`config.mk`:
```
export PLATFORM = sky130hd
export DESIGN_NAME = fpqh_front_flat
export DESIGN_NICKNAME = d
export VERILOG_FILES = /design/src/fpqh_pkg.sv /design/src/fpqh_item_if.sv /design/src/fpqh_front.sv /design/src/flat_wrapper.sv
export SDC_FILE = /design/constraint.sdc
export NUM_CORES = 1
export LEC_CHECK = 0
export ABC_AREA = 1
export BUFFER_PORTS_ARGS = -buffer_cell sky130_fd_sc_hd__buf_2
export CAP_MARGIN = 20
export CORE_UTILIZATION = 60
export CTS_BUF_LIST = sky130_fd_sc_hd__clkbuf_4
export CTS_CLUSTER_DIAMETER = 150
export DETAILED_ROUTE_END_ITERATION = 7
export PLACE_DENSITY_LB_ADDON = 0.1
export SLEW_MARGIN = 20
export SYNTH_ARGS = -nofsm -noshare
export SYNTH_HDL_FRONTEND = slang
export SYNTH_SLANG_ARGS = --single-unit
```
`constraint.sdc`:
```
create_clock -name clk -period 6.13 [get_ports clk]
set_clock_uncertainty 0.2 [all_clocks]
set_input_delay 0.3065 -clock clk [delete_from_list [all_inputs] [get_ports clk]]
set_output_delay 0.3065 -clock clk [all_outputs]
set_load 0.03 [all_outputs]
```
`src/fpqh_pkg.sv`:
```
// Shared types and constants for the FASTQ per-position quality histogram.
// Depends on nothing; every other file of the block but fpqh_queue refers to it by scoped names.
`timescale 1ns / 1ps

package fpqh_pkg;

    // Item kinds on the input channel
    localparam logic KIND_TEXT = 1'b0;
    localparam logic KIND_READ = 1'b1;

    localparam logic [7:0] NEWLINE_BYTE = 8'h0A;
    localparam logic [7:0] OFFSET_RESET = 8'd33;

    // Fixed payload widths
    localparam int BYTE_W      = 8;
    localparam int RD_POS_W    = 9;
    localparam int RD_SCORE_W  = 7;
    localparam int CELL_W      = 32;
    localparam int LONGEST_W   = 10;

    // Record line currently being parsed
    typedef enum logic [1:0] {
        PHASE_ID,
        PHASE_SEQ,
        PHASE_PLUS,
        PHASE_QUAL
    } line_phase_t;

    // Control half of an operation passed from the parser to the counter engine
    typedef struct packed {
        logic                 is_read;
        logic                 zero;
        logic                 dropped;
        logic [LONGEST_W-1:0] longest;
    } op_flags_t;

endpackage

```
`src/fpqh_item_if.sv`:
```
// Input channel of the quality histogram: text bytes and cell read requests.
// Depends on fpqh_pkg for the field widths.
`timescale 1ns / 1ps

interface fpqh_item_if;
    logic                               valid;
    logic                               ready;
    logic                               kind;
    logic [fpqh_pkg::BYTE_W-1:0]        data_byte;
    logic [fpqh_pkg::RD_POS_W-1:0]      read_position;
    logic [fpqh_pkg::RD_SCORE_W-1:0]    read_score;

    modport source (output valid, kind, data_byte, read_position, read_score, input ready);
    modport sink   (input valid, kind, data_byte, read_position, read_score, output ready);
endinterface

```
`src/fpqh_front.sv`:
```
// Parser front end: tracks the record line, position and drop flag, and turns
// each transfer into a counter increment, a cell read or nothing. Uses fpqh_pkg.
`timescale 1ns / 1ps

module fpqh_front #(
    parameter int MAX_READ_LEN = 512,
    parameter int SCORE_BINS   = 128,
    parameter int ADDR_W       = 16
) (
    input  logic                          clk,
    input  logic                          rst_n,
    input  logic                          cfg_wr_en,
    input  logic [fpqh_pkg::BYTE_W-1:0]   cfg_wr_data,
    fpqh_item_if.sink                     items,
    input  logic                          engine_ready,
    input  logic                          q_full,
    output logic                          push,
    output logic [ADDR_W-1:0]             push_addr,
    output fpqh_pkg::op_flags_t           push_flags
);

    localparam int BI_W        = $clog2(MAX_READ_LEN + 1);
    localparam int LW          = fpqh_pkg::LONGEST_W;
    localparam int LONGEST_MAX = (1 << LW) - 1;

    fpqh_pkg::line_phase_t phase_reg, phase_next;
    logic [BI_W-1:0]               base_reg, base_next;
    logic [BI_W-1:0]               max_len_reg, max_len_next;
    logic                          drop_reg, drop_next;
    logic [fpqh_pkg::BYTE_W-1:0]   offset_reg;

    logic                          accept;
    logic                          is_newline;
    logic                          at_cap;
    logic [BI_W-1:0]               base_inc;
    logic [fpqh_pkg::BYTE_W:0]     score_diff;
    logic                          score_ok;
    logic                          read_in_range;
    logic [LW-1:0]                 longest;

    assign items.ready = engine_ready && !q_full;
    assign accept      = items.valid && items.ready;

    assign is_newline = (items.data_byte == fpqh_pkg::NEWLINE_BYTE);
    assign at_cap     = (32'(base_reg) >= MAX_READ_LEN);
    assign base_inc   = base_reg + BI_W'(1);
    assign score_diff = {1'b0, items.data_byte} - {1'b0, offset_reg};
    // A borrow out of the subtraction means the byte sits below the offset
    assign score_ok   = !score_diff[fpqh_pkg::BYTE_W]
                        && (32'(score_diff[fpqh_pkg::BYTE_W-1:0]) < SCORE_BINS);
    assign read_in_range = (32'(items.read_position) < MAX_READ_LEN)
                           && (32'(items.read_score) < SCORE_BINS);
    assign longest = (32'(max_len_reg) > LONGEST_MAX) ? LW'(LONGEST_MAX) : LW'(max_len_reg);

    always_comb
    begin
        phase_next   = phase_reg;
        base_next    = base_reg;
        max_len_next = max_len_reg;
        drop_next    = drop_reg;
        push         = 1'b0;
        push_addr    = '0;
        push_flags   = '{is_read: 1'b0, zero: 1'b0, dropped: drop_reg, longest: longest};

        if (accept)
        begin
            if (items.kind == fpqh_pkg::KIND_READ)
            begin
                push             = 1'b1;
                push_flags.is_read = 1'b1;
                push_flags.zero    = !read_in_range;
                if (read_in_range)
                begin
                    push_addr = ADDR_W'(items.read_position) * ADDR_W'(SCORE_BINS)
                                + ADDR_W'(items.read_score);
                end
            end
            else if (is_newline)
            begin
                phase_next = fpqh_pkg::line_phase_t'(phase_reg + 2'd1);
                base_next  = '0;
            end
            else if (phase_reg == fpqh_pkg::PHASE_QUAL)
            begin
                if (at_cap)
                begin
                    drop_next = 1'b1;
                end
                else
                begin
                    base_next = base_inc;
                    if (base_inc > max_len_reg)
                    begin
                        max_len_next = base_inc;
                    end
                    if (score_ok)
                    begin
                        push      = 1'b1;
                        push_addr = ADDR_W'(base_reg) * ADDR_W'(SCORE_BINS)
                                    + ADDR_W'(score_diff[fpqh_pkg::BYTE_W-1:0]);
                    end
                    else
                    begin
                        drop_next = 1'b1;
                    end
                end
            end
        end
    end

    always_ff @(posedge clk or negedge rst_n)
    begin
        if (!rst_n)
        begin
            phase_reg   <= fpqh_pkg::PHASE_ID;
            base_reg    <= '0;
            max_len_reg <= '0;
            drop_reg    <= 1'b0;
            offset_reg  <= fpqh_pkg::OFFSET_RESET;
        end
        else
        begin
            phase_reg   <= phase_next;
            base_reg    <= base_next;
            max_len_reg <= max_len_next;
            drop_reg    <= drop_next;
            if (cfg_wr_en)
            begin
                offset_reg <= cfg_wr_data;
            end
        end
    end

endmodule

```
`src/flat_wrapper.sv`:
```
// flat-port wrapper written by rule: the top's interface ports become plain ports
module fpqh_front_flat 
#(
    parameter int MAX_READ_LEN = 512,
    parameter int SCORE_BINS   = 128,
    parameter int ADDR_W       = 16
)
  (clk, rst_n, cfg_wr_en, cfg_wr_data, engine_ready, q_full, push, push_addr, push_flags, items_valid, items_kind, items_data_byte, items_read_position, items_read_score, items_ready);
  fpqh_item_if items_i ();
  input  logic clk;
  input  logic rst_n;
  input  logic cfg_wr_en;
  input  logic [fpqh_pkg::BYTE_W-1:0] cfg_wr_data;
  input  logic engine_ready;
  input  logic q_full;
  output logic push;
  output logic [ADDR_W-1:0] push_addr;
  output fpqh_pkg::op_flags_t push_flags;
  input wire logic [$bits(items_i.valid)-1:0] items_valid;
  input wire logic [$bits(items_i.kind)-1:0] items_kind;
  input wire logic [$bits(items_i.data_byte)-1:0] items_data_byte;
  input wire logic [$bits(items_i.read_position)-1:0] items_read_position;
  input wire logic [$bits(items_i.read_score)-1:0] items_read_score;
  output wire logic [$bits(items_i.ready)-1:0] items_ready;
  assign items_i.valid = items_valid;
  assign items_i.kind = items_kind;
  assign items_i.data_byte = items_data_byte;
  assign items_i.read_position = items_read_position;
  assign items_i.read_score = items_read_score;
  assign items_ready = items_i.ready;
  fpqh_front #(.MAX_READ_LEN(MAX_READ_LEN), .SCORE_BINS(SCORE_BINS), .ADDR_W(ADDR_W)) u_core (.clk(clk), .rst_n(rst_n), .cfg_wr_en(cfg_wr_en), .cfg_wr_data(cfg_wr_data), .items(items_i), .engine_ready(engine_ready), .q_full(q_full), .push(push), .push_addr(push_addr), .push_flags(push_flags));
endmodule
```
==> flow_summary.ini <==
[pwr]
switchingPower_uw = 155
internal_power_uw = 342
vdd_ir_drop_max_v = 0.000155
powerDensity_nw_per_um2 = 156
p_comb_frac = 0.237
clockPowerShare = 0.333
p_leak_uw = 0.00179
p_seq_frac = 0.430
switching_share = 0.312
power.total_uw = 497

[synthesis]
yosysWarnings = 0
synthCells = 363
synthTopCellsByCount = nand2_1 (101), inv_1 (47), dfrtp_1 (29)
ys_ff_latch = 31
synthesis.area_sq_um = 2690
async_reset_ff_frac = 1.00
post-synth-top-count-cell = nand2_1
ys.flop_type = dfrtp_1
synth_area_leader_cell = dfrtp_1
synth_area_leaders = dfrtp_1 (27%), nand2_1 (14%), ha_1 (11%)
synth_top_area_share = 0.269
yosysSeqAreaShare = 0.289
syn_nets = 426
synth_edf_count = 0
avgSynthCellArea_sq_um = 7.42
ys_types = 39

[worst_setup_path]
cp.arrival_ns = 3.03
end_kind = output pin
rrSetupSlack_ns = 3.24
path_class = flop to output pin
startpoint = u_core.offset_reg[5]
crit_fanout = 4
cp-start-kind = flop
reg2reg_to = u_core.longest[0]
worstRegToRegCells = 13
timing.critical_path.to = push_addr[15]
r2r_start = u_core.base_reg[0]
cp.required_ns = 5.62

[drt]
via_per_inst = 5.07
met1Wirelength_mm = 2.81
dr_wl_met2_mm = 2.80
postRouteWirelength_mm = 6.01
drc = 0
vias = 2486
highest_layer = met4
drtIter0Drc = 160
drtAntennaViolNets = 0
wire_per_inst_um = 12.3
met3_length_um = 300
first_pass_iters = 4

[floorplan]
dieArea_sq_um = 4760
top_level_ports = 70
rows = 24
die_w_um = 69.0
core_area_sq_um = 4320
initial_core_util = 0.623
die_h_um = 69.0

[global_routing]
grt_max_degree = 32
grt_pass1_wl_mm = 10.3
antenna_found_initial = 0
gr-usage-all-layers = 0.266
globalRouteOverflowTotal = 0
grt_pass1_vias = 2309

[sta]
grt_setup_unrepaired = no
drv_slew = 0
fin_setup_tns_ns = 0
fmaxAchievable_mhz = 283
setup_viol = 0
period_minus_slack_ns = 3.54
final.period_utilization = 0.577
worst_pin_slew_ns = 0.693
slew_headroom = 0.538
finalHoldViolations = 0

[clock_tree]
cts_made_buffers = 5
cts_htree_levels = 2
cts_buffer_depth = 2
clock-sinks = 31
post_cts_buffers = 0
clkLatencyLatePin_ns = 0.36
cts-root-buf = clkbuf_4
clkSlewWorstSetupHoldPaths_ns = 0.11
cts_tree = yes

[place]
dp_cells = 473
place_hpwl_mm = 4.61
gp_congestion = 0.861
port_buffers = 68

[finish]
drive_gt1_frac = 0.269
area_growth_pct = 18.0
nets = 500
antenna_cells = 0
stdcell_count = 490

[status]
status = finished, final reports clean

[run]
maxCapViolations = 0

[worst_hold_path]
holdCritPathClass = input pin to flop
-- power by group through the flow --
stage	clock network (uW)	logic [uW]	registers, uW
6_report	165	118	214
5_1_grt	177	132	215
4_1_cts	170	117	214
3_5_place_dp	0	113	218
3_3_place_gp	0	108	217
2_1_floorplan	0	79.6	217
-- repair_timing --
action | 4_1_cts | 5_1_grt
hold endpoints to repair | 36 | 1
hold buffers | 8 | 1
gates resized for setup | 0 | 0
-- how the worst min path moves through the flow --
stage	startpoint	end	slack, ns	cells after the start
final	cfg_wr_en	u_core.offset_reg[2]	0.1	3
after global routing	cfg_wr_en	u_core.offset_reg[2]	0.12	3
after CTS	cfg_wr_data[0]	u_core.offset_reg[0]	0.003	2
after detailed placement	rst_n	u_core.longest[7]	0.19	1
after global placement	rst_n	u_core.longest[6]	0.19	1
after floorplan	rst_n	u_core.base_reg[0]	-0.19	0
-- critical path: stages, from the launching register on --
cell and delay [ns]:
dfstp_2 0.53, inv_1 0.05, ha_1 0.33, nand2_2 0.09, inv_2 0.04, a21oi_2 0.17, nand3_2 0.12, nand2_4 0.11
ha_1 0.17, ha_1 0.18, nand2_1 0.07, nor2_1 0.16, nand2_1 0.09, xor2_1 0.14, nor2_1 0.09, nand3_1 0.08
nand2_1 0.07, buf_2 0.19
-- layer usage --
metal / vias up / track usage
met2: 62 / 0.425
met3: 10 / 0.0526
met1: 1108 / 0.362
met5: - / 0
met4: 0 / 0.0884
li1: 1306 / -
-- final cells by class --
| cell class | instances | area [sq um] |
|---|---|---|
| fill | 357 | 1150 |
| timing repair buffer | 77 | 430 |
| multi-input combinational | 272 | 1640 |
| clock inverter | 3 | 43.8 |
| sequential | 31 | 778 |
| clock buffer | 5 | 37.5 |
| inverter | 50 | 188 |
| tap | 52 | 65.1 |
-- through the flow --
| stage | util | setup WS [ns] | cell area, sq um | hold WS [ns] |
|---|---|---|---|---|
| after floorplan | - | 3.19 | 2690 | -0.189 |
| after global placement | 0.695 | 3.07 | 3010 | 0.190 |
| after detailed placement | 0.695 | 2.98 | 3010 | 0.189 |
| after CTS | 0.733 | 2.58 | 3170 | 0.00291 |
| after global routing | 0.735 | 2.32 | 3180 | 0.121 |
| final | 0.735 | 2.59 | 3180 | 0.0951 |
-- cells in the final DEF (no fill, tap or decap), types with 2 or more instances in the layout --
cell type	n
a21oi_1	9
o21ai_1	6
xor2_1	9
nor2_4	5
nand2_1	101
dfstp_2	2
o21a_1	2
inv_1	47
buf_2	68
nand2_2	10
nor2_8	3
inv_2	3
nand3_1	28
nor2_2	3
nand3_2	8
dlygate4sd3_1	9
ha_1	23
nor3_1	3
dfrtp_1	29
clkbuf_4	5
o21ai_0	19
nor2_1	24
o22ai_1	3
a21oi_2	2
nand2_4	3
-- cells by family (layout without fill, tap and decap cells) --
group | Yosys count | count (layout) | share of synthesized area
AOI/OAI and AO/OA | 45 | 45 | 0.0943
DFF | 31 | 31 | 0.289
xor gates and xnor gates | 10 | 10 | 0.0325
adders and majority gates | 24 | 24 | 0.114
muxes | 2 | 2 | 0.00836
other | 1 | 1 | 0.00139
and+or+nand+nor | 190 | 190 | 0.356
buffers and inverters | 60 | 135 | 0.104
No activity file was read; power rests on OpenSTA's default activity.
