--- src/fpqh_queue.sv ---
// Short first-in first-out queue that decouples the parser from the counter engine.
// Generic storage; no package dependency.
`timescale 1ns / 1ps

module fpqh_queue #(
    parameter int WIDTH = 32,
    parameter int DEPTH = 4
) (
    input  logic             clk,
    input  logic             rst_n,
    input  logic             push,
    input  logic [WIDTH-1:0] push_data,
    input  logic             pop,
    output logic [WIDTH-1:0] pop_data,
    output logic             full,
    output logic             empty
);

    localparam int PTR_W = (DEPTH > 1) ? $clog2(DEPTH) : 1;
    localparam int CNT_W = $clog2(DEPTH + 1);

    logic [WIDTH-1:0] slot_reg [DEPTH];
    logic [PTR_W-1:0] wr_ptr_reg, rd_ptr_reg;
    logic [CNT_W-1:0] count_reg;
    logic             do_push, do_pop;

    assign full     = (32'(count_reg) == DEPTH);
    assign empty    = (count_reg == '0);
    assign do_push  = push && !full;
    assign do_pop   = pop && !empty;
    assign pop_data = slot_reg[rd_ptr_reg];

    always_ff @(posedge clk)
    begin
        if (do_push)
        begin
            slot_reg[wr_ptr_reg] <= push_data;
        end
    end

    always_ff @(posedge clk or negedge rst_n)
    begin
        if (!rst_n)
        begin
            wr_ptr_reg <= '0;
            rd_ptr_reg <= '0;
            count_reg  <= '0;
        end
        else
        begin
            if (do_push)
            begin
                wr_ptr_reg <= (32'(wr_ptr_reg) == DEPTH - 1) ? '0 : wr_ptr_reg + PTR_W'(1);
            end
            if (do_pop)
            begin
                rd_ptr_reg <= (32'(rd_ptr_reg) == DEPTH - 1) ? '0 : rd_ptr_reg + PTR_W'(1);
            end
            if (do_push && !do_pop)
            begin
                count_reg <= count_reg + CNT_W'(1);
            end
            else if (do_pop && !do_push)
            begin
                count_reg <= count_reg - CNT_W'(1);
            end
        end
    end

endmodule

--- config.mk ---
export PLATFORM = sky130hd
export DESIGN_NAME = fpqh_queue
export DESIGN_NICKNAME = d
export VERILOG_FILES = /design/src/fpqh_queue.sv
export SDC_FILE = /design/constraint.sdc
export NUM_CORES = 1
export LEC_CHECK = 0
export BUFFER_PORTS_ARGS = -buffer_cell sky130_fd_sc_hd__buf_4
export CORE_MARGIN = 4
export CORE_UTILIZATION = 56
export CTS_CLUSTER_SIZE = 30
export DETAILED_ROUTE_END_ITERATION = 10
export PLACE_DENSITY = 0.76
export SLEW_MARGIN = 20
export SYNTH_ARGS = -nofsm -noshare
export SYNTH_HDL_FRONTEND = slang
export SYNTH_SLANG_ARGS = --single-unit
--- constraint.sdc ---
create_clock -name clk -period 2.86 [get_ports clk]
set_clock_uncertainty 0.05 [all_clocks]
set_input_delay 0.143 -clock clk [delete_from_list [all_inputs] [get_ports clk]]
set_output_delay 0.143 -clock clk [all_outputs]
set_load 0.005 [all_outputs]
==> flow_summary.toml, run 1 <==
[setup_path]
rrSetupSlack_ns = 0.54
r2r_cells = 8
worstPathCellList = "buf_12 -> mux4_2 -> buf_4"
crit_start = "rd_ptr_reg[0]$_DFFE_PN0P_"
path_delay_family = "flip-flops"
slowest_delay_ns = 0.70
worstPathArrival_ns = 2.22
cp-start-kind = "flip-flop"
cp_max_fo = 20
worst_ep_required_time_ns = 2.67
crit_buf_inv = 2
r2r-end = "count_reg[2]$_DFFE_PN0P_"
rr_startpoint = "count_reg[2]$_DFFE_PN0P_"
slowest_stage = "dfrtp_2"
crit_type = "flip-flop to output pin"
end_kind = "output pin"

[placement]
dp_slack_ns = 0.5269
gp_congestion = 0.7303
place_area_um2 = 5767
portBuffers = 69
hpwl_um = 5167

[timing]
finalCriticalPeriod_ns = 2.410
slew_viol_final = 0
worstMarginPinSlew_ns = 0.8203
post-route-period-util = 0.8426
rsz0062_at_grt = "no"
finalWorstSetupSlack_ns = 0.4503
setup_viol_count_final = 0
fmax_mhz = 415.0
setup_tns_ns = 0
worst_slew_margin_rel = 0.4532
timing.final.hold_violations = 0

[finish]
insertedDiodeCount = 0
drive_gt1_frac = 0.4392
fin_area_um2 = 6731
fillers = 469
area_growth_pct = 33.14
nets = 367
largest_reg_flops = 128

[clock_network]
clockBufferDepth = 2
postCtsSetupRepairBufs = 0
clock-sinks = 135
clock_latency_ns = 0.50
clkSlewWorstSetupHoldPaths_ns = 0.06
clock-root-buffer = "clkbuf_8"
cts_made_buffers = 17
hold_buffers = 35
cts_resized = 0
cts_tree = "done"
htreeDepth = 4

[global_routing]
grt_pass1_wl_um = 14510
grt_max_degree = 35
overflow = 0
antenna_found_initial = 0
grt_pass1_vias = 2639
grt_usage = 0.1930

[detailed_routing]
vias = 2512
drt_first_pass_iters = 4
antenna_left = 0
wire_per_inst_um = 20.85
drt_wl_total_um = 9278
drtIter0Drc = 118
drcViolationCount = 0
vias_per_cell = 5.645

[synthesis]
synth_async_sr_flop_share = 0.05185
syn_nets = 248
synth_common_cells = "edfxtp_1, mux4_2, dfrtp_1, ha_1"
yosys.cell_count.top_type = "edfxtp_1"
synth_warnings = 0
synth-seq-cells = 135
netlist_area_um2 = 5056
yosysSeqAreaShare = 0.7949
synth.top_cell.area_share = 0.7602
ys_types = 20
synth_edf_count = 128
syn_area_per_cell_um2 = 24.66
syn_inst = 205
yosysTopAreaCell = "edfxtp_1"
synth.area.top_cells = "edfxtp_1, mux4_2, dfrtp_1"
synthFlopType = "edfxtp_1"

[power_and_ir_drop]
p_leak_nw = 2.405
vdd_drop_max_v = 0.0005944
powerDensity_nw_per_um2 = 1036

[floorplanning]
ios = 70
num_rows = 34
die_area_um2 = 10610
fp.dieH_um = 103.0
core_region_area_um2 = 8763
die_x_um = 103.0
start_util = 0.5770

[flow_run]
drv_cap = 0

[worst_hold_path]
min_path_cells = 3
hold_start = "push"
worstHoldPathType = "primary input to flip-flop"
worstHoldEndpoint = "wr_ptr_reg[0]$_DFFE_PN0P_"

[outcome]
status = "finished clean"
## power by group
part / internal (mW) / switching, mW / leakage [nW]
Sequential: 2.62 / 0.297 / 1.25
Combinational: 1.10 / 0.718 / 0.858
Clock: 1.43 / 0.805 / 0.294
## per-layer routing
layer  GRT usage  wire length [um]  up-vias
met2      0.3004              4701       96
met3     0.05683               538       16
met1      0.2625              3851     1299
li1            -                 -     1101
met5           0                 0        -
met4     0.07271               187        0
## tightest hold or removal path, stage by stage
cell     delay (ns)
buf_4          0.10
nor2b_1        0.20
mux2_4         0.22
## placed cells by master (no fill, tap or decap)
| master | n |
|---|---|
| clkinv_2 | 1 |
| clkbuf_8 | 1 |
| mux4_2 | 32 |
| fa_1 | 1 |
| nor3b_2 | 1 |
| nor3_1 | 2 |
| edfxtp_1 | 128 |
| dlygate4sd3_1 | 35 |
| buf_12 | 5 |
| ha_1 | 6 |
| mux2_2 | 2 |
| a21o_1 | 1 |
| dfrtp_1 | 5 |
| clkbuf_1 | 2 |
| clkinv_4 | 2 |
| inv_6 | 4 |
| xor2_1 | 2 |
| nor2b_1 | 1 |
| o31ai_2 | 1 |
| clkinvlp_4 | 2 |
| and2_2 | 4 |
| bufinv_16 | 4 |
| nor2_1 | 2 |
| clkbuf_16 | 16 |
| inv_1 | 3 |
| buf_4 | 69 |
| xnor2_1 | 1 |
| mux2_4 | 2 |
| dfrtp_2 | 2 |
## cell families (layout without fill, tap and decap cells)
group / count (synthesis) / count (layout) / synth area share
flip-flops: 135 / 135 / 0.7949
multiplexers: 36 / 36 / 0.1529
buffers and inverters: 12 / 144 / 0.01213
AND/OR/NAND/NOR: 10 / 10 / 0.01213
adder cells (fa/ha/maj): 7 / 7 / 0.01881
XOR/XNOR: 3 / 3 / 0.005198
AO/OA/AOI/OAI: 2 / 2 / 0.003960
## worst max-delay path by stage
| stage | end | slack [ns] | cells after the start |
|---|---|---|---|
| floorplan | slot_reg[0][0]$_DFFE_PP_ | 0.77 | 4 |
| global placement | count_reg[2]$_DFFE_PN0P_ | 0.63 | 8 |
| detailed placement | count_reg[2]$_DFFE_PN0P_ | 0.53 | 8 |
| CTS | pop_data[11] | 0.37 | 3 |
| global route | pop_data[11] | 0.28 | 3 |
| finish | pop_data[11] | 0.45 | 3 |
## through the flow
step | hold WS [ns] | power (mW) | cells | util
after floorplan | -0.2026 | 3.882 | 205 | -
after global placement | -0.08800 | 4.708 | 378 | 0.6581
after detailed placement | -0.08836 | 4.758 | 378 | 0.6581
after CTS | 0.1281 | 7.049 | 445 | 0.7681
after global routing | 0.1534 | 7.304 | 445 | 0.7681
final | 0.1480 | 6.971 | 445 | 0.7681
## layout make-up
| type | instances | area (um^2) | area share |
|---|---|---|---|
| Tap cell | 108 | 135.1 | 0.02007 |
| Inverter | 3 | 11.26 | 0.001673 |
| Timing Repair Buffer | 109 | 968.4 | 0.1439 |
| Sequential cell | 135 | 4021 | 0.5974 |
| Clock inverter | 13 | 192.7 | 0.02862 |
| Clock buffer | 19 | 421.7 | 0.06264 |
| Multi-Input combinational cell | 58 | 980.9 | 0.1457 |
(Power assumes the default switching activity.)
==> inputs of run 2 (changes only) <==
Clock period 2.86 ns to 2.5 ns, I/O delays scaled along.
==> run 2 against run 1 <==
  * Sequential cell count unchanged
  * Cell count increased by 0.45%
  * Register-to-register slack got worse by 0.18 ns
  * Power increased by 13%
  * Non-clock buffer count increased by 3
  * Global-route usage decreased by 1.0 points
  * Setup slack got worse by 0.26 ns
  * Sequential share of layout area about the same
  * Count of clock-buffer cells in the layout decreased by 2
  * Critical path type unchanged
  * Largest cell class unchanged
  * Largest power group unchanged
==> flow_summary.toml, run 2 (synthesis results as in run 1) <==
[timing]
fmax_mhz = 432.9
timing.final.hold_violations = 0
slew_viol_final = 0
rsz0062_at_grt = "no"
worst_slew_margin_rel = 0.5567
worstMarginPinSlew_ns = 0.6649
setup_tns_ns = 0
finalCriticalPeriod_ns = 2.310
setup_viol_count_final = 0
post-route-period-util = 0.9240

[flow_run]
drv_cap = 0

[setup_path]
worst_ep_required_time_ns = 2.33
r2r-end = "count_reg[2]$_DFFE_PN0P_"
crit_start = "rd_ptr_reg[1]$_DFFE_PN0P_"
worstPathArrival_ns = 2.13
worstPathCellList = "buf_4 -> mux4_2 -> buf_4"
slowest_delay_ns = 0.79
r2r_cells = 7
cp-start-kind = "flip-flop"
crit_type = "flip-flop to output pin"
rr_startpoint = "count_reg[0]$_DFFE_PN0P_"
rrSetupSlack_ns = 0.36
cpMostUsedCell = "buf_4"
cp_max_fo = 26
slowest_stage = "dfrtp_2"
end_kind = "output pin"

[finish]
fillers = 483
final_common_cell = "edfxtp_1"
insertedDiodeCount = 0
drive_gt1_frac = 0.4484
largest_reg_flops = 128
area_growth_pct = 33.11
multi_input_area_um2 = 980.9
nets = 370
regArea_um2 = 4021
final_cell_mix = "edfxtp_1, buf_4, dlygate4sd3_1"

[clock_network]
clock-root-buffer = "clkbuf_8"
cts_resized = 0
clockBufferDepth = 2
clock_latency_ns = 0.50
clock-sinks = 135
htreeDepth = 4
clkSlewWorstSetupHoldPaths_ns = 0.06
hold_buffers = 35
cts_made_buffers = 17
postCtsSetupRepairBufs = 0
cts_tree = "done"

[floorplanning]
core_region_area_um2 = 8763
die_x_um = 103.0
num_rows = 34
die_area_um2 = 10610
fp.dieH_um = 103.0
start_util = 0.5770
ios = 70

[worst_hold_path]
worstHoldPathType = "primary input to flip-flop"
min_path_cells = 4
worstHoldEndpoint = "count_reg[0]$_DFFE_PN0P_"
hold_start = "push"

[power_and_ir_drop]
switching_power_mw = 2.069
seqPwrFrac = 0.416
vdd_drop_max_v = 0.0006508
p_leak_nw = 2.404
powerDensity_nw_per_um2 = 1169
p_total_mw = 7.868
intPower_mw = 5.799
pwr-share-clk = 0.310
comb_power_share = 0.274
p_sw_frac = 0.2629

[detailed_routing]
drt_wl_total_um = 8856
vias = 2423
drt_first_pass_iters = 4
drcViolationCount = 0
wire_per_inst_um = 19.81
antenna_left = 0
drtIter0Drc = 128
vias_per_cell = 5.421

[placement]
portBuffers = 69
gp_congestion = 0.7517
hpwl_um = 5162

[global_routing]
overflow = 0
grt_usage = 0.1829
grt_max_degree = 27
grt_pass1_vias = 2656
antenna_found_initial = 0
grt_pass1_wl_um = 13770

[outcome]
status = "finished clean"
[run 2: worst max path at each step]
stage	slack (ns)	cells after the start	end
2_1_floorplan	0.41	4	slot_reg[0][0]$_DFFE_PP_
3_3_place_gp	0.44	7	count_reg[2]$_DFFE_PN0P_
3_5_place_dp	0.35	7	count_reg[2]$_DFFE_PN0P_
4_1_cts	0.18	3	pop_data[23]
5_1_grt	0.11	3	pop_data[23]
6_report	0.19	3	pop_data[23]
[run 2: through the flow]
| stage | area, um^2 | util | instances | worst slack [ns] | hold WS [ns] |
|---|---|---|---|---|---|
| 2_1_floorplan | 5056 | - | 205 | 0.4085 | -0.2206 |
| 3_3_place_gp | 5789 | 0.6606 | 381 | 0.4391 | -0.1059 |
| 3_5_place_dp | 5789 | 0.6606 | 381 | 0.3493 | -0.1086 |
| 5_1_grt | 6730 | 0.7680 | 447 | 0.1147 | 0.1782 |
| 6_report | 6730 | 0.7680 | 447 | 0.1901 | 0.1553 |
| 4_1_cts | 6730 | 0.7680 | 447 | 0.1753 | 0.1417 |
[run 2: power groups by stage]
stage	registers [mW]	clock network [mW]	logic (mW)
final	3.28	2.44	2.16
after global routing	3.33	2.58	2.35
after CTS	3.29	2.47	2.20
after detailed placement	3.32	0	2.14
after global placement	3.29	0	2.12
after floorplan	3.16	0	1.29
[run 2: worst max-delay path, delay by kind of cell (launching register included)]
family,cells,cell delay [ns]
mux,1,0.35
flops,1,0.79
buf+inv,2,0.47
[run 2: layout make-up]
cell class | count | area share
clock inverters | 14 | 0.02621
repair buffers | 112 | 0.1472
well taps | 108 | 0.02008
multi-input cells | 58 | 0.1458
flip-flops and latches | 135 | 0.5975
inverters | 3 | 0.001673
clock buffers | 17 | 0.06154
[run 2: routing by layer]
metal / up-vias / wire [um] / share of wire / track usage
met4: 0 / 78 / 0.0088 / 0.06873
met5: - / 0 / 0 / 0
met1: 1242 / 3648 / 0.41 / 0.2280
li1: 1107 / - / - / -
met2: 69 / 4696 / 0.53 / 0.3069
met3: 5 / 432 / 0.049 / 0.05277
==> inputs of run 3 (changes only) <==
Settings changed: BUFFER_PORTS_ARGS -buffer_cell sky130_fd_sc_hd__buf_4 to -buffer_cell sky130_fd_sc_hd__buf_2.
==> run 3 against run 2 <==
  * Sequential cell count unchanged
  * Core utilization decreased by 1.6 points
  * Hold slack improved by 0.024 ns
  * Maximum frequency increased by 1.1%
  * Critical path type unchanged
  * Global-route usage increased by 0.18 points
  * Critical endpoint unchanged
  * Combinational power decreased by 10%
==> flow_summary.toml, run 3 (synthesis results as in run 1) <==
[global_routing]
overflow = 0
grt_pass1_vias = 2679
grt_max_degree = 27
grt_usage = 0.1847
antenna_found_initial = 0
grt_pass1_wl_um = 13860

[setup_path]
crit_type = "flip-flop to output pin"
end_kind = "output pin"
worstPathArrival_ns = 2.11
cp-start-kind = "flip-flop"
cp_max_fo = 26
slowest_stage = "dfrtp_2"
crit_buf_inv = 2
slowest_delay_ns = 0.77
worstPathCellList = "buf_4 -> mux4_2 -> buf_2"
worst_ep_required_time_ns = 2.33
path_delay_family = "flip-flops"

[finish]
final_common_cell = "edfxtp_1"
multi_input_area_um2 = 980.9
largest_reg_flops = 128
regArea_um2 = 4021
final_cell_mix = "edfxtp_1, buf_2, dlygate4sd3_1"
drive_gt1_frac = 0.4441
nets = 370
fillers = 504
insertedDiodeCount = 0
fin_util = 0.7524
area_growth_pct = 30.41

[detailed_routing]
vias_per_cell = 5.355
antenna_left = 0
vias = 2399
drtIter0Drc = 79
wire_per_inst_um = 19.30
drcViolationCount = 0
drt_first_pass_iters = 4
drt_wl_total_um = 8646

[clock_network]
cts_tree = "done"
clock-root-buffer = "clkbuf_8"
cts_made_buffers = 17
clock_latency_ns = 0.51
htreeDepth = 4
cts_resized = 0
clkSlewWorstSetupHoldPaths_ns = 0.06
clock-sinks = 135
clockBufferDepth = 2

[timing]
setup_viol_count_final = 0
slew_viol_final = 0
fmax_mhz = 437.7
worstMarginPinSlew_ns = 0.6317
post-route-period-util = 0.9138
holdWs_ns = 0.1798
worst_slew_margin_rel = 0.5789
finalCriticalPeriod_ns = 2.285
setup_tns_ns = 0
timing.final.hold_violations = 0
rsz0062_at_grt = "no"

[power_and_ir_drop]
powerDensity_nw_per_um2 = 1186
vdd_drop_max_v = 0.0007278
p_total_mw = 7.823
p_leak_nw = 2.367

[floorplanning]
die_x_um = 103.0
fp.dieH_um = 103.0
core_region_area_um2 = 8763
die_area_um2 = 10610
num_rows = 34
start_util = 0.5770
ios = 70

[worst_hold_path]
worstHoldPathType = "primary input to flip-flop"

[placement]
portBuffers = 69
gp_congestion = 0.7138
hpwl_um = 5100

[flow_run]
drv_cap = 0

[outcome]
status = "finished clean"
## run 3: changes by cell type in the layout (fill, tap and decap cells not counted), sizes merged
| cell | previous run | this run |
|---|---|---|
| clkbuf | 17 | 19 |
| inv | 6 | 7 |
| clkinv | 4 | 2 |
| clkinvlp | 4 | 2 |
| bufinv | 3 | 5 |
## run 3: cell type report
type | instances | area share
well taps | 108 | 0.02049
repair buffers | 112 | 0.1222
clock inverters | 13 | 0.03302
inverters | 3 | 0.001708
multi-input cells | 58 | 0.1488
flip-flops and latches | 135 | 0.6099
clock buffers | 19 | 0.06395
## run 3: path summary, 6_finish.rpt
kind                       slack (ns)                         to                 startpoint  cells after the start
setup / recovery                 0.22               pop_data[23]  rd_ptr_reg[1]$_DFFE_PN0P_                      3
setup reg to reg                 0.32   count_reg[2]$_DFFE_PN0P_   count_reg[0]$_DFFE_PN0P_                      7
hold / removal                   0.18  wr_ptr_reg[1]$_DFFE_PN0P_                       push                      4
hold reg to reg                  0.48   count_reg[2]$_DFFE_PN0P_   count_reg[2]$_DFFE_PN0P_                      1
min in group asynchronous        0.51   count_reg[0]$_DFFE_PN0P_                      rst_n                      3
max in group asynchronous        1.62  rd_ptr_reg[0]$_DFFE_PN0P_                      rst_n                      3
## run 3: tightest hold or removal path, delay by kind of cell
kind                   cells  cell delay [ns]
buffers and inverters      2             0.26
muxes                      1             0.19
and+or+nand+nor            1             0.14
## run 3: per-stage QoR
stage	std cells	setup WS, ns	instance area (um^2)
final	448	0.2154	6594
after global routing	448	0.1152	6594
after CTS	448	0.1747	6594
after detailed placement	381	0.3591	5604
after global placement	381	0.4314	5604
after floorplan	205	0.4085	5056
## run 3: routing by layer
| metal | GRT usage | share of wire | vias to the layer above |
|---|---|---|---|
| met4 | 0.06275 | 0.013 | 0 |
| met2 | 0.3054 | 0.53 | 67 |
| met1 | 0.2265 | 0.40 | 1210 |
| li1 | - | - | 1112 |
| met3 | 0.06901 | 0.058 | 10 |
| met5 | 0 | 0 | - |
## run 3: repair_timing
item / in CTS / in global routing
endpoints found under the hold margin: 137 / 0
setup buffers: 0 / 0
hold buffers: 35 / 0
## run 3: where the power goes
group	total [mW]	switching, mW	leakage, nW	internal, mW
clock	2.64	0.908	0.304	1.74
sequential	3.24	0.238	1.25	3.00
combinational	1.94	0.881	0.810	1.06
